--- src/rtl/assert_macros.svh ---
// ----------------------------------------------------------------------------
// assert_macros.svh
// shared concurrent assertion macros, compiled out with ASSERT_OFF
// ----------------------------------------------------------------------------
`ifndef ASSERT_MACROS_SVH
`define ASSERT_MACROS_SVH

`ifndef ASSERT_OFF

// property must hold at every clock edge outside reset
`define ASSERT_ALWAYS(lbl, clk, rst_n, prop) \
    lbl: assert property (@(posedge clk) disable iff (!rst_n) (prop)) \
        else $error("assertion failed");

// antecedent implies consequent in the same cycle
`define ASSERT_IMPLY(lbl, clk, rst_n, ante, cons) \
    lbl: assert property (@(posedge clk) disable iff (!rst_n) (ante) |-> (cons)) \
        else $error("assertion failed");

// antecedent implies consequent in the next cycle
`define ASSERT_NEXT(lbl, clk, rst_n, ante, cons) \
    lbl: assert property (@(posedge clk) disable iff (!rst_n) (ante) |=> (cons)) \
        else $error("assertion failed");

`else

`define ASSERT_ALWAYS(lbl, clk, rst_n, prop)
`define ASSERT_IMPLY(lbl, clk, rst_n, ante, cons)
`define ASSERT_NEXT(lbl, clk, rst_n, ante, cons)

`endif

`endif

--- src/rtl/sqd_pkg.sv ---
// ----------------------------------------------------------------------------
// sqd_pkg
// shared types, codes and the alphabet lookup of the base64 quad decoder
// ----------------------------------------------------------------------------
package sqd_pkg;

    localparam logic [7:0]  PAD_CHAR       = 8'h3D;
    localparam logic [15:0] MAX_BYTES_RST  = 16'h6000;
    localparam int          CNT_W          = 17;

    // error codes carried on the result channel
    localparam logic [2:0] ERR_NONE    = 3'd0;
    localparam logic [2:0] ERR_PADDING = 3'd1;
    localparam logic [2:0] ERR_CHAR    = 3'd2;
    localparam logic [2:0] ERR_PADBITS = 3'd3;
    localparam logic [2:0] ERR_LENGTH  = 3'd4;

    // one result byte with its flags
    typedef struct packed {
        logic [7:0] data;
        logic       last;
        logic       failed;
        logic [2:0] code;
    } t_result;

    // decoder outcome for one quad
    typedef struct packed {
        logic [1:0]       num_res;
        t_result [2:0]    res;
        logic [CNT_W-1:0] next_count;
        logic             next_latched;
    } t_dec;

    // six-bit value of a character, bit 6 set when outside the alphabet
    function automatic logic [6:0] sextet(input logic [7:0] ch);
        logic [6:0] v;
        case (ch) inside
            [8'h41:8'h5A]: v = {1'b0, 6'(ch - 8'h41)};
            [8'h61:8'h7A]: v = {1'b0, 6'(ch - 8'h47)};
            [8'h30:8'h39]: v = {1'b0, 6'(ch + 8'd4)};
            8'h2B:         v = 7'd62;
            8'h2F:         v = 7'd63;
            default:       v = 7'h40;
        endcase
        return v;
    endfunction

endpackage

--- src/rtl/strict_base64_quad_decoder_unit.sv ---
// ----------------------------------------------------------------------------
// strict_base64_quad_decoder_unit
// strict canonical base64 decoder, one quad in, zero to three results out
// ----------------------------------------------------------------------------
// Usage:
//   input channel (i_in_valid / o_in_ready) carries one quad of four ASCII
//   characters and a final-quad flag per request. output channel
//   (o_out_valid / i_out_ready) carries one decoded byte or one error result
//   per request. the config channel (i_cfg_valid / o_cfg_ready) writes the
//   maximum decoded string length and is always ready; write it only while
//   the block is idle.
//   a quad is held in the input register, then decoded into the result
//   buffer once the buffer is free; the buffer head drives the output
//   port. the one-byte output port carries one result per transfer, so a
//   full quad gives three transfers and a swallowed quad none. a new quad
//   is taken while the previous quad's bytes drain, and decode happens as
//   the buffer empties.
//   reset clears the string state, empties all stages and restores the
//   maximum to 24576. when the receiver stalls, the buffer and input
//   register fill and o_in_ready drops; nothing is lost.
// ----------------------------------------------------------------------------
`include "assert_macros.svh"

module strict_base64_quad_decoder_unit
    import sqd_pkg::*;
(
    input  logic        i_clk,
    input  logic        i_rst_n,
    input  logic        i_in_valid,
    output logic        o_in_ready,
    input  logic [7:0]  i_char_first,
    input  logic [7:0]  i_char_second,
    input  logic [7:0]  i_char_third,
    input  logic [7:0]  i_char_fourth,
    input  logic        i_final_quad,
    input  logic        i_cfg_valid,
    output logic        o_cfg_ready,
    input  logic [15:0] i_cfg_max_output_bytes,
    output logic        o_out_valid,
    input  logic        i_out_ready,
    output logic [7:0]  o_data_byte,
    output logic        o_last_of_run,
    output logic        o_failed,
    output logic [2:0]  o_error_code
);

    logic             r_in_valid, n_in_valid;
    logic [7:0]       r_c0, r_c1, r_c2, r_c3;
    logic             r_fin;
    logic [15:0]      r_max, n_max;
    logic [CNT_W-1:0] r_count, n_count;
    logic             r_latched, n_latched;
    logic [1:0]       r_rem, n_rem;
    t_result [2:0]    r_buf, n_buf;
    t_dec             dec;
    logic             pop, buf_free, move;
    logic             err_head_ok;

    // handshake control
    assign pop         = (r_rem != 2'd0) && i_out_ready;
    assign buf_free    = (r_rem == 2'd0) || (pop && (r_rem == 2'd1));
    assign move        = r_in_valid && buf_free;
    assign o_in_ready  = !r_in_valid || move;
    assign o_cfg_ready = 1'b1;

    // decode of the registered quad
    sqd_decode u_decode (
        .i_char_first  (r_c0),
        .i_char_second (r_c1),
        .i_char_third  (r_c2),
        .i_char_fourth (r_c3),
        .i_final_quad  (r_fin),
        .i_count       (r_count),
        .i_latched     (r_latched),
        .i_max_bytes   (r_max),
        .o_dec         (dec)
    );

    // next-state logic for stages, string state and config
    always_comb begin
        n_in_valid = r_in_valid;
        if (move) begin
            n_in_valid = 1'b0;
        end
        if (i_in_valid && o_in_ready) begin
            n_in_valid = 1'b1;
        end
        n_count   = move ? dec.next_count : r_count;
        n_latched = move ? dec.next_latched : r_latched;
        n_max     = (i_cfg_valid && o_cfg_ready) ? i_cfg_max_output_bytes : r_max;
        n_rem     = r_rem;
        n_buf     = r_buf;
        if (move) begin
            n_rem = dec.num_res;
            n_buf = dec.res;
        end else if (pop) begin
            n_rem    = r_rem - 2'd1;
            n_buf[0] = r_buf[1];
            n_buf[1] = r_buf[2];
        end
    end

    // control registers
    always_ff @(posedge i_clk) begin
        if (!i_rst_n) begin
            r_in_valid <= 1'b0;
            r_count    <= '0;
            r_latched  <= 1'b0;
            r_max      <= MAX_BYTES_RST;
            r_rem      <= 2'd0;
        end else begin
            r_in_valid <= n_in_valid;
            r_count    <= n_count;
            r_latched  <= n_latched;
            r_max      <= n_max;
            r_rem      <= n_rem;
        end
    end

    // payload registers
    always_ff @(posedge i_clk) begin
        if (i_in_valid && o_in_ready) begin
            r_c0  <= i_char_first;
            r_c1  <= i_char_second;
            r_c2  <= i_char_third;
            r_c3  <= i_char_fourth;
            r_fin <= i_final_quad;
        end
        r_buf <= n_buf;
    end

    // result port from the head of the buffer
    assign o_out_valid   = (r_rem != 2'd0);
    assign o_data_byte   = r_buf[0].data;
    assign o_last_of_run = r_buf[0].last;
    assign o_failed      = r_buf[0].failed;
    assign o_error_code  = r_buf[0].code;

    // checks
    assign err_head_ok = o_last_of_run && (o_data_byte == 8'd0) && (r_rem == 2'd1);

    `ASSERT_IMPLY(a_err_shape, i_clk, i_rst_n, o_out_valid && o_failed, err_head_ok)
    `ASSERT_IMPLY(a_ok_code, i_clk, i_rst_n, o_out_valid && !o_failed, o_error_code == ERR_NONE)
    `ASSERT_NEXT(a_final_clears, i_clk, i_rst_n, move && r_fin, (r_count == '0) && !r_latched)
    `ASSERT_IMPLY(a_no_overwrite, i_clk, i_rst_n, move, (r_rem == 2'd0) || (pop && (r_rem == 2'd1)))

endmodule

--- src/rtl/sqd_decode.sv ---
// ----------------------------------------------------------------------------
// sqd_decode
// validates one quad against the string state and forms its result bytes
// ----------------------------------------------------------------------------
module sqd_decode
    import sqd_pkg::*;
(
    input  logic [7:0]       i_char_first,
    input  logic [7:0]       i_char_second,
    input  logic [7:0]       i_char_third,
    input  logic [7:0]       i_char_fourth,
    input  logic             i_final_quad,
    input  logic [CNT_W-1:0] i_count,
    input  logic             i_latched,
    input  logic [15:0]      i_max_bytes,
    output t_dec             o_dec
);

    logic [6:0]       s_a, s_b, s_c, s_d;
    logic [5:0]       v_c, v_d;
    logic             p2, p3;
    logic [1:0]       n_bytes;
    logic [CNT_W:0]   sum;
    logic [2:0]       code;
    logic [23:0]      bits;

    // character lookup and padding detection
    always_comb begin
        p2  = (i_char_third == PAD_CHAR);
        p3  = (i_char_fourth == PAD_CHAR);
        s_a = sextet(i_char_first);
        s_b = sextet(i_char_second);
        s_c = p2 ? 7'd0 : sextet(i_char_third);
        s_d = p3 ? 7'd0 : sextet(i_char_fourth);
        v_c = s_c[5:0];
        v_d = s_d[5:0];
        n_bytes = p2 ? 2'd1 : (p3 ? 2'd2 : 2'd3);
        sum  = {1'b0, i_count} + {{(CNT_W - 1){1'b0}}, n_bytes};
        bits = {s_a[5:0], s_b[5:0], v_c, v_d};
    end

    // checks in priority order: padding, characters, pad bits, length
    always_comb begin
        if ((!i_final_quad && (p2 || p3)) || (p2 && !p3)) begin
            code = ERR_PADDING;
        end else if (s_a[6] || s_b[6] || s_c[6] || s_d[6]) begin
            code = ERR_CHAR;
        end else if ((p2 && (s_b[3:0] != 4'd0)) || (p3 && !p2 && (v_c[1:0] != 2'd0))) begin
            code = ERR_PADBITS;
        end else if (sum > {2'b00, i_max_bytes}) begin
            code = ERR_LENGTH;
        end else begin
            code = ERR_NONE;
        end
    end

    // results and next string state
    always_comb begin
        o_dec = '0;
        o_dec.next_count   = i_count;
        o_dec.next_latched = i_latched;
        if (i_latched) begin
            // swallowing a failed string until its final quad
            if (i_final_quad) begin
                o_dec.next_count   = '0;
                o_dec.next_latched = 1'b0;
            end
        end else if (code != ERR_NONE) begin
            o_dec.num_res       = 2'd1;
            o_dec.res[0].data   = 8'd0;
            o_dec.res[0].last   = 1'b1;
            o_dec.res[0].failed = 1'b1;
            o_dec.res[0].code   = code;
            if (i_final_quad) begin
                o_dec.next_count   = '0;
                o_dec.next_latched = 1'b0;
            end else begin
                o_dec.next_latched = 1'b1;
            end
        end else begin
            o_dec.num_res     = n_bytes;
            o_dec.res[0].data = bits[23:16];
            o_dec.res[0].last = i_final_quad && (n_bytes == 2'd1);
            o_dec.res[1].data = bits[15:8];
            o_dec.res[1].last = i_final_quad && (n_bytes == 2'd2);
            o_dec.res[2].data = bits[7:0];
            o_dec.res[2].last = i_final_quad;
            o_dec.next_count  = i_final_quad ? '0 : sum[CNT_W-1:0];
        end
    end

endmodule
--- config.mk ---
export PLATFORM = sky130hd
export DESIGN_NAME = strict_base64_quad_decoder_unit
export DESIGN_NICKNAME = d
export VERILOG_FILES = /design/src/rtl/sqd_pkg.sv /design/src/rtl/strict_base64_quad_decoder_unit.sv /design/src/rtl/sqd_decode.sv
export VERILOG_INCLUDE_DIRS = /design/src /design/src/rtl
export SDC_FILE = /design/constraint.sdc
export NUM_CORES = 1
export LEC_CHECK = 0
export BUFFER_PORTS_ARGS = -buffer_cell sky130_fd_sc_hd__buf_2
export CAP_MARGIN = 30
export CORE_MARGIN = 3
export CORE_UTILIZATION = 44
export DETAILED_ROUTE_END_ITERATION = 6
export GPL_TIMING_DRIVEN = 0
export PLACE_DENSITY = 0.62
export SLEW_MARGIN = 20
export SYNTH_ARGS = -nofsm -noshare
export SYNTH_HDL_FRONTEND = slang
export SYNTH_SLANG_ARGS = --single-unit
export TNS_END_PERCENT = 10
--- constraint.sdc ---
create_clock -name i_clk -period 5.1 [get_ports i_clk]
set_input_delay 1.53 -clock i_clk [delete_from_list [all_inputs] [get_ports i_clk]]
set_output_delay 1.53 -clock i_clk [all_outputs]
set_load 0.005 [all_outputs]
### Word-level counts from Yosys, hierarchy flattened

Index checks and enable logic that the tools add are counted.
W data, S select, Z words.

| storage, ports and cells | value |
|---|---|
| output and inout port bits | 16 |
| logic and storage cells | 167 |
| register bits after elaboration | 101 |
| input bits | 54 |

| operators by class | value |
|---|---|
| reduce and logical (&&, ||, !) cells | 45 |
| mux-type cells | 49 |
| order comparisons | 25 |
| $add $sub $neg | 14 |
| equal/unequal tests | 15 |

Operator list:

| kind | count |
|---|---|
| $mux W7 | 22 |
| $eq A8 B6 Y1 const B | 10 |
| $ge A8 B7 Y1 const B | 8 |
| $le A8 B7 Y1 const B | 8 |
| $mux W26 | 2 |
| $mux W17 | 3 |
| $mux W18 | 2 |
| $mux W9 | 4 |
| $ge A8 B6 Y1 const B | 4 |
| $le A8 B6 Y1 const B | 4 |
| $add A6 B3 Y6 const B | 4 |
| $sub A6 B1 Y6 const B | 4 |
| $sub A6 B3 Y6 const B | 4 |
| $logic_and A1 B1 Y1 | 23 |
| $add A17 B2 Y18 | 1 |
| $gt A18 B16 Y1 | 1 |
| $mux W13 | 1 |
| $mux W3 | 4 |
| $mux W11 | 1 |
| $logic_or A1 B1 Y1 | 8 |
| $mux W2 | 4 |
| $reduce_bool A2 Y1 | 4 |
| $mux W1 | 5 |
| $eq A2 B1 Y1 const B | 2 |
| other kinds (11) | 15 |

### Logic depth before layout (Yosys ltp)

Gate-level depths: netlist of run 1.

| depth | value |
|---|---|
| depth after elaboration | 17 |
| mapped depth | 24 |
| depth with buffers taken out | 23 |

### By module

A second synthesis of run 1 with hierarchy kept.

| second synthesis, totals | value |
|---|---|
| cells, all modules | 854 |
| area, all modules | 7,942.6 µm² |

Modules (own cells, without submodules):

| module | area each (µm²) | cells an instance | sequential area each (µm²) | times used |
|---|---|---|---|---|
| strict_base64_quad_decoder_unit | 4,107.7 | 274 | 2,902.8 | 1 |
| sqd_decode | 3,834.9 | 580 | 0.0 | 1 |

### Least setup slack after synthesis of run 1

OpenSTA, ideal clock, no wires.

| path | value |
|---|---|
| path type | register -> register |
| start | reg r_c2[1] |
| end | reg r_buf[25] (netlist bit) (data pin) |
| path buffers | 2 |
| path slack | -58 ps |
| clock period less this slack | 5,158 ps |
| cell stages (with the launch flop) | 24 |
| setup time | 142 ps |
| arrival | 5,015 ps |
| data required time | 4,958 ps |
| cells stage by stage | edfxtp_1 -> inv_1 -> ha_1 -> nand4_2 -> nor3_1 -> nor2_1 -> inv_1 -> ha_1 -> ha_1 -> or3_1 -> o22ai_2 -> nor3_1 -> and3_1 -> nor2_1 -> or2_2 -> ha_1 -> nand2_1 -> or4_1 -> o31ai_1 -> o22ai_1 -> or4_4 -> buf_6 -> buf_12 -> o2bb2ai_4 |

RTL lines:

| element | RTL line | RTL |
|---|---|---|
| start: declaration | strict_base64_quad_decoder_unit.sv:48 | `logic [7:0] r_c0, r_c1, r_c2, r_c3;` |
| start signal: assignment | strict_base64_quad_decoder_unit.sv:125 | `r_c2 <= i_char_third;` |
| end signal: assignment | strict_base64_quad_decoder_unit.sv:129 | `r_buf <= n_buf;` |
| end: declaration | strict_base64_quad_decoder_unit.sv:54 | `t_result [2:0] r_buf, n_buf;` |

==> flow_summary_export.csv, run 1 <==
group,metric,value,unit
outcome,status,"finished, final reports clean",
critical_path,worstPathRequired,5320,ps
floorplan,core,14860,um^2
floorplan,rows,44,
sta,finalHoldViolations,0,
pwr,p_per_area,280.7,nW/um^2
critical_path,cp.arrival,5180,ps
critical_path,r2r_start,"r_c2[2]",
route,initialDrtViolationCount,389,
finish,final_common_cell,"buf_2",
logic_synthesis,async_flop_share,0,%
placement,portBuffers,67,
logic_synthesis,syn-mean-instance-area,9.380,um^2
route,route.detailed.drc,0,
route,avgViaCountPerCell,5.557,
critical_path,cp-start-kind,"register",
sta,setup_ws,133.6,ps
sta,timing.final.crit_share,97.38,%
clock_network,cts_inserted_buffers,9,
grt,grt_pass1_wl,26820,um
sta,min_period,4966,ps
logic_synthesis,synthDistinctLibCells,87,
sta,slew_headroom,45.21,%
clock_network,cts-htree-levels,3,
sta,slew_violations,0,
clock_network,clk_pin_slew_worst_paths,70,ps
logic_synthesis,synth_top_area_share,28.18,%
floorplan,die_h,130.5,um
floorplan,initial_core_util,45.88,%
logic_synthesis,yosysWarnings,0,
placement,postPlaceCellArea,7418,um^2
logic_synthesis,synth_top_area_cell,"edfxtp_1",
grt,grt-ovfl-total,0,
placement,hpwl,12300,um
critical_path,startpoint,"r_c2[2]",
finish,final_cell_mix,"buf_2 (69), nand2_1 (66), edfxtp_1 (64)",
clock_network,cts_root_buf,"clkbuf_16",
critical_path,path_max_fanout,10,
floorplan,dieWidth,130.5,um
route,dr_total_vias,5629,
logic_synthesis,yosysSeqAreaShare,39.05,%
grt,grt_antenna_before_repair,0,
placement,place_ws,-1007,ps
critical_path,cp-endpoint,"r_buf[23]",
grt,grt_pass1_vias,5422,
route,ant_nets,0,
sta,fin_worst_skew,10.46,ps
critical_path,path_class,"reg2reg",
logic_synthesis,synth_edf_count,64,
logic_synthesis,ys_seq_elements,101,
finish,design_area,8028,um^2
clock_network,tritoncts,"yes",
finish,nFillCells,1340,
critical_path,ff2ff_path_depth,22,
flow_run,drv_cap,0,
sta,timing.fmax,201.4,MHz
route,wire_per_inst,16.23,um
placement,gp_congestion,0.9091,
logic_synthesis,synth_ff_type,"edfxtp_1",
floorplan,die_area,17030,um^2
clock_network,clockBufferDepth,2,
finish,seq_area,2663,um^2
clock_network,cts_sinks,101,
finish,multiInputGateArea,3877,um^2
floorplan,num_io_pins,70,
finish,finalNetCount,928,
route,totalWireLength,16440,um
logic_synthesis,syn-cell-area,6819,um^2
clock_network,postCtsHoldBufs,0,
critical_path,rrSetupSlack,130,ps
clock_network,clock_latency,360,ps
logic_synthesis,ys_top_cells_by_area,"edfxtp_1 (28%), dfxtp_1 (11%), ha_1 (9.2%), nand2_1 (3.6%), inv_1 (3.2%)",
finish,drive_gt1_share,22.56,%
sta,tightestPinTransition,814.6,ps
finish,final_cells,1013,
logic_synthesis,synth_nets,831,
hold_path,hold_path_class,"reg2reg",
critical_path,reg2reg_to,"r_buf[23]",
pwr,ir_drop,181.8,uV
critical_path,endpoint_kind,"register",
grt,track_usage,19.90,%
pwr,p_leak,3.268,nW
grt,grt_max_degree,25,
placement,dp_cells,979,
sta,setup_violations,0,
logic_synthesis,synthCells,727,
route,dr.pass1.iters,5,
finish,area_growth,17.72,%
finish,insertedDiodeCount,0,
## where the power goes
| part | internal (mW) | switching [mW] |
|---|---|---|
| Clock | 0.363 | 0.321 |
| Combinational | 0.232 | 0.299 |
| Sequential | 0.984 | 0.0537 |
| Total | 1.58 | 0.674 |
## metal layers
layer	vias to the layer above	track usage, %	part of all wire (%)
li1	2840	-	-
met1	2614	28.38	49
met2	155	30.29	44
met3	20	4.024	5.3
met4	0	6.655	1.5
met5	-	0	0
## state kept, by name, indices dropped and copies added (netlist names)
register,cells
r_in_valid,1
o_error_code,3
r_c0,8
r_rem,2
r_count,17
r_c3,8
r_max,16
o_last_of_run,1
r_latched,1
r_c1,8
o_failed,1
r_c2,8
r_fin,1
r_buf,18
o_data_byte,8
## kinds of logic (layout without fill, tap and decap cells)
group / Yosys count / count (layout) / share of synthesized area, %
AO/OA/AOI/OAI: 191 / 191 / 19.51
XOR/XNOR: 19 / 19 / 2.440
adder cells (fa/ha/maj): 51 / 51 / 9.339
buffers and inverters: 96 / 198 / 6.624
flip-flops: 101 / 101 / 39.05
multiplexers: 19 / 19 / 2.789
other: 1 / 1 / 0.05499
AND/OR/NAND/NOR: 249 / 249 / 20.20
## cells in the mapped netlist (17+ instances only)
cell / count
o21ai_0: 22
a21oi_1: 42
dfxtp_1: 37
mux2i_1: 19
nor2b_1: 22
edfxtp_1: 64
inv_1: 59
nand2_1: 66
nand3_1: 19
nor2_1: 35
nor3_1: 17
xnor2_1: 17
ha_1: 50
o21ai_1: 24
## how the worst min path moves through the flow
stage                     from    endpoint  slack (ps)  depth (start not counted)
floorplan           r_count[0]  r_count[0]         440                          2
global placement    r_count[0]  r_count[0]         450                          2
detailed placement  r_count[0]  r_count[0]         460                          2
CTS                 r_count[0]  r_count[0]         470                          2
global route        r_count[0]  r_count[0]         500                          2
finish              r_count[0]  r_count[0]         470                          2
## timing repair
| action | 4_1_cts | 5_1_grt |
|---|---|---|
| gates resized for setup | 22 | 12 |
| pin swaps | 4 | 8 |
| hold endpoints to repair | 0 | 0 |
| setup buffers | 13 | 5 |
| endpoints found under the setup margin | 49 | 45 |
## final cells by class
class | instances | share of cell area (%)
Inverter | 59 | 2.759
Clock inverter | 6 | 0.4988
Tap cell | 184 | 2.868
Clock buffer | 10 | 3.117
Buffer | 36 | 2.852
Sequential cell | 101 | 33.17
Multi-Input combinational cell | 530 | 48.30
Timing Repair Buffer | 87 | 6.437
## metrics by stage
stage	utilization (%)	setup TNS [ps]	hold slack (ps)	total power [mW]
6_report	54.01	0	472.5	2.253
2_1_floorplan	-	0	438.6	1.390
5_1_grt	54.01	-11.63	502.4	2.372
3_5_place_dp	49.91	-42770	462.9	1.553
3_3_place_gp	49.71	-42590	451.9	1.538
4_1_cts	53.19	0	472.9	2.260
## critical path: stages, from the launching register on
cell	delay, ps
edfxtp_1	450
ha_4	230
nand4_4	140
nor3_4	60
nor2_2	150
inv_1	80
ha_1	200
ha_2	200
or3_4	340
o22ai_4	180
nor3_4	80
and3_1	190
and2_1	170
or2_2	330
ha_4	280
nand2_1	60
or4_4	520
o31ai_4	90
o22ai_2	130
or4_4	500
buf_6	160
buf_12	150
o21ai_2	140
No activity file was read; power rests on OpenSTA's default activity.
==> inputs of run 2 (changes only) <==
CTS_CLUSTER_DIAMETER = 120   (was default)
REMOVE_ABC_BUFFERS = 1   (was default)
==> flow_summary_export.csv, run 2 (synthesis results as in run 1) <==
group,metric,value,unit
floorplan,die_h,130.5,um
floorplan,dieWidth,130.5,um
sta,timing.fmax,202.1,MHz
clock_network,tritoncts,"yes",
sta,timing.final.crit_share,97.03,%
flow_run,drv_cap,0,
finish,seq_area,2663,um^2
critical_path,crit_buf_inv,2,
grt,grt_antenna_before_repair,0,
finish,nFillCells,1344,
critical_path,worst-path-stages,21,
grt,track_usage,18.95,%
sta,slew_headroom,43.59,%
sta,min_period,4949,ps
critical_path,path_max_fanout,7,
finish,finalNetCount,903,
clock_network,clock_latency,360,ps
sta,fin_worst_skew,13.55,ps
pwr,finalPower,2.165,mW
grt,grt_pass1_wl,25770,um
floorplan,core,14860,um^2
outcome,status,"finished, final reports clean",
clock_network,cts-htree-levels,3,
clock_network,cts_sinks,101,
critical_path,slowest_stage,"or3_4",
finish,drive_gt1_share,21.79,%
grt,grt-ovfl-total,0,
grt,grt_pass1_vias,5305,
critical_path,endpoint_kind,"register",
clock_network,cts_root_buf,"clkbuf_16",
sta,tightestPinTransition,838.6,ps
sta,setup_ws,151.4,ps
sta,setup_violations,0,
sta,slew_violations,0,
finish,final_common_cell,"buf_2",
critical_path,ff2ff_path_depth,21,
placement,gp_congestion,0.8976,
route,dr.pass1.iters,5,
sta,holdWs,487.0,ps
critical_path,critPathTopFamily,"simple AND/OR/NAND/NOR gates",
floorplan,num_io_pins,70,
clock_network,postCtsHoldBufs,0,
finish,post-route-util,52.85,%
route,wire_per_inst,16.04,um
floorplan,die_area,17030,um^2
finish,reg_top3,"r_buf x18, r_count x17, r_max x16",
grt,grt_max_degree,25,
critical_path,cp_cell_sequence,"ha_4 > nand4_4 > nor3_4 > nor2_2 > inv_1 > ha_2 > ha_2 > or3_4 > o22ai_4 > buf_4 > nor3_1 > or2_2 > ha_1 > and4_1 > nand3_1 > or4_1 > o31ai_2 > o22ai_2 > nand4bb_4 > or3_4 > o21ai_4",
finish,regMostFlops,"r_buf",
route,route.detailed.drc,0,
placement,hpwl,11470,um
finish,area_growth,15.19,%
pwr,ir_drop,216.1,uV
finish,largest_register_ffs,18,
finish,final_cell_mix,"buf_2 (68), nand2_1 (66), edfxtp_1 (64)",
critical_path,cp.arrival,5150,ps
critical_path,cp-start-kind,"register",
placement,portBuffers,68,
clock_network,cts_inserted_buffers,9,
route,totalWireLength,15830,um
hold_path,hold_path_class,"reg2reg",
critical_path,worstPathRequired,5300,ps
finish,insertedDiodeCount,0,
pwr,p_leak,3.177,nW
sta,finalHoldViolations,0,
floorplan,initial_core_util,45.88,%
route,ant_nets,0,
route,avgViaCountPerCell,5.642,
clock_network,clockBufferDepth,2,
critical_path,cpPeakStageDelay,480,ps
critical_path,path_class,"reg2reg",
placement,place_ws,-1400,ps
clock_network,clk_pin_slew_worst_paths,70,ps
finish,multiInputGateArea,3879,um^2
floorplan,rows,44,
route,initialDrtViolationCount,356,
pwr,p_per_area,275.6,nW/um^2
route,dr_total_vias,5569,
hold_path,holdPathStages,2,
[run 2: repair_timing]
action,in CTS,in global routing
setup endpoints to repair,49,48
resized for setup,19,18
pin swaps,5,11
buffers inserted,17,9
[run 2: area by class of cell]
class,count,area share [%]
inverter,59,2.819
tap,184,2.931
clock inverter,4,0.3186
multi-input combinational,530,49.38
sequential,101,33.90
timing repair buffer,98,7.694
clock buffer,11,2.963
[run 2: final timing paths]
kind                            slack (ps)         end  startpoint
worst max-delay path                   150   r_buf[20]     r_c2[3]
worst min-delay path                   490  r_count[0]  r_count[0]
worst max register to register         150   r_buf[20]     r_c2[3]
worst min register to register         490  r_count[0]  r_count[0]
[run 2: worst reg2reg max path: stages, from the launching register on]
cell and delay (ps):
edfxtp_1 460, ha_4 230, nand4_4 130, nor3_4 60, nor2_2 130, inv_1 80
ha_2 180, ha_2 190, or3_4 340, o22ai_4 170, buf_4 210, nor3_1 70
or2_2 280, ha_1 290, and4_1 210, nand3_1 130, or4_1 430, o31ai_2 110
o22ai_2 170, nand4bb_4 250, or3_4 480, o21ai_4 190
[run 2: metrics by stage]
stage | cell area, um^2 | setup TNS (ps) | cells
after floorplan | 6589 | -849.7 | 690
after global placement | 7159 | -60520 | 942
after detailed placement | 7211 | -57490 | 945
after CTS | 7689 | 0 | 977
after global routing | 7855 | -46.85 | 987
final | 7855 | 0 | 987
[run 2: power by group]
group,internal [mW],total [mW],switching [mW]
Sequential,0.984,1.04,0.0596
Clock,0.328,0.628,0.300
Combinational,0.209,0.493,0.284
[run 2: routing by layer]
metal	vias up	global-route usage (%)	part of all wire, %
met2	142	30.26	47
li1	2791	-	-
met1	2620	25.81	47
met5	-	0	0
met4	0	5.445	1.5
met3	16	4.431	4.8
==> inputs of run 3 (changes only) <==
PLACE_DENSITY = default   (was 0.62)
==> flow_summary_export.csv, run 3 (synthesis results as in run 1) <==
group,metric,value,unit
critical_path,crit_buf_inv,1,
grt,grt_max_degree,31,
flow_run,drv_cap,0,
route,wire_per_inst,16.40,um
hold_path,worstHoldStart,"r_count[0]",
pwr,ir_drop,176.1,uV
finish,largest_register_ffs,18,
floorplan,num_io_pins,70,
critical_path,endpoint_kind,"register",
pwr,pwr-share-clk,30.4,%
sta,setup_ws,169.4,ps
pwr,p_per_area,279.9,nW/um^2
grt,grt-ovfl-total,0,
clock_network,cts-htree-levels,3,
clock_network,clk_pin_slew_worst_paths,60,ps
pwr,netSwitchingPower,0.6431,mW
placement,portBuffers,68,
floorplan,core,14860,um^2
critical_path,critPathTopFamily,"simple AND/OR/NAND/NOR gates",
sta,tightestPinTransition,652.2,ps
floorplan,die_area,17030,um^2
critical_path,cp.arrival,5140,ps
sta,fin_worst_skew,10.63,ps
clock_network,cts_sinks,101,
floorplan,dieWidth,130.5,um
finish,final_cell_mix,"buf_2 (69), nand2_1 (66), edfxtp_1 (64)",
critical_path,ff2ff_path_depth,21,
finish,regMostFlops,"r_buf",
route,dr.pass1.iters,5,
route,ant_nets,0,
clock_network,cts_root_buf,"clkbuf_16",
outcome,status,"finished, final reports clean",
critical_path,cpPeakStageDelay,530,ps
pwr,finalPower,2.211,mW
pwr,pwr-share-comb,22.1,%
sta,timing.fmax,202.8,MHz
pwr,internal_power,1.568,mW
grt,grt_pass1_vias,5160,
route,initialDrtViolationCount,365,
critical_path,startpoint,"r_c3[6]",
critical_path,worstPathRequired,5310,ps
sta,setup_violations,0,
clock_network,clock_latency,360,ps
finish,seq_area,2663,um^2
sta,finalHoldViolations,0,
route,route.detailed.drc,0,
critical_path,cp_cell_sequence,"nor2_2 > and3_4 > nand3_4 > nor2_4 > inv_1 > ha_1 > ha_4 > or3_4 > o22ai_4 > nor3_4 > and3_1 > and2_1 > or2_2 > ha_1 > nand2_1 > or4_4 > o31ai_4 > o22ai_4 > nand4bb_4 > or3_4 > o21ai_1",
floorplan,die_h,130.5,um
finish,multiInputGateArea,3897,um^2
finish,drive_gt1_share,21.52,%
pwr,switching_share,29.09,%
finish,final_common_cell,"buf_2",
finish,finalNetCount,903,
clock_network,clockBufferDepth,2,
grt,grt_antenna_before_repair,0,
hold_path,hold_path_class,"reg2reg",
floorplan,rows,44,
floorplan,initial_core_util,45.88,%
finish,nFillCells,1360,
critical_path,slowest_stage,"or4_4",
finish,reg_top3,"r_buf x18, r_count x17, r_max x16",
sta,min_period,4931,ps
sta,slew_violations,0,
critical_path,cp-start-kind,"register",
placement,gp_congestion,0.8939,
placement,hpwl,11550,um
pwr,seqPwrFrac,47.5,%
finish,area_growth,15.83,%
hold_path,holdPathStages,2,
route,avgViaCountPerCell,5.642,
route,totalWireLength,16210,um
critical_path,r2r_start,"r_c3[6]",
clock_network,postCtsHoldBufs,0,
placement,place_ws,-1466,ps
grt,track_usage,18.58,%
critical_path,path_class,"reg2reg",
grt,grt_pass1_wl,25210,um
clock_network,cts_inserted_buffers,9,
critical_path,worst-path-stages,21,
sta,slew_headroom,56.12,%
finish,insertedDiodeCount,0,
clock_network,tritoncts,"yes",
critical_path,path_max_fanout,5,
route,dr_total_vias,5574,
pwr,p_leak,3.180,nW
sta,timing.final.crit_share,96.68,%
[run 3: cell count changes in the layout (fill, tap and decap cells not counted), moves of 2 or more]
cell,previous run,this run
buf_4,26,22
nand3_2,0,2
nand3_1,18,16
o21ai_2,11,9
or4_4,1,3
buf_12,0,2
[run 3: power by group through the flow]
stage	Combinational, mW	Clock, mW	Sequential [mW]
2_1_floorplan	0.293	0	1.06
3_3_place_gp	0.422	0	1.08
3_5_place_dp	0.440	0	1.08
4_1_cts	0.473	0.695	1.05
5_1_grt	0.547	0.724	1.06
6_report	0.490	0.671	1.05
[run 3: tightest hold or removal path: stages (launching register included)]
cell and delay (ps):
dfxtp_1 310, inv_1 50, o21ai_1 50
[run 3: path summary, 6_finish.rpt]
check,end,slack [ps]
worst min register to register,r_count[0],460
worst max-delay path,r_buf[20],170
worst max register to register,r_buf[20],170
worst min-delay path,r_count[0],460
[run 3: stage by stage]
stage / area (um^2) / std cells / util, % / TNS (ps) / hold slack (ps)
CTS: 7715 / 978 / 51.90 / 0 / 463.9
floorplan: 6589 / 690 / - / -849.7 / 438.6
global route: 7899 / 988 / 53.14 / -33.85 / 501.6
global placement: 7159 / 942 / 48.17 / -60880 / 455.0
finish: 7899 / 988 / 53.14 / 0 / 458.3
detailed placement: 7203 / 945 / 48.46 / -59030 / 453.8
[run 3: what timing repair did]
| action | CTS | global route |
|---|---|---|
| gates resized for setup | 18 | 20 |
| buffers inserted | 17 | 7 |
| pin swaps | 6 | 11 |
| endpoints found under the setup margin | 49 | 46 |
| cloned | 0 | 1 |
[run 3: area by class of cell]
class | count | share of cell area, %
Clock buffer | 11 | 2.946
Multi-Input combinational cell | 531 | 49.34
Clock inverter | 5 | 0.6495
Tap cell | 184 | 2.915
Sequential cell | 101 | 33.71
Inverter | 59 | 2.804
Timing Repair Buffer | 97 | 7.635
[run 3: layer usage]
layer	up-vias	global-route usage (%)	routed length, um
li1	2797	-	-
met1	2623	26.20	7981
met2	137	28.58	7273
met3	17	4.350	730
met4	0	5.324	222
met5	-	0	0
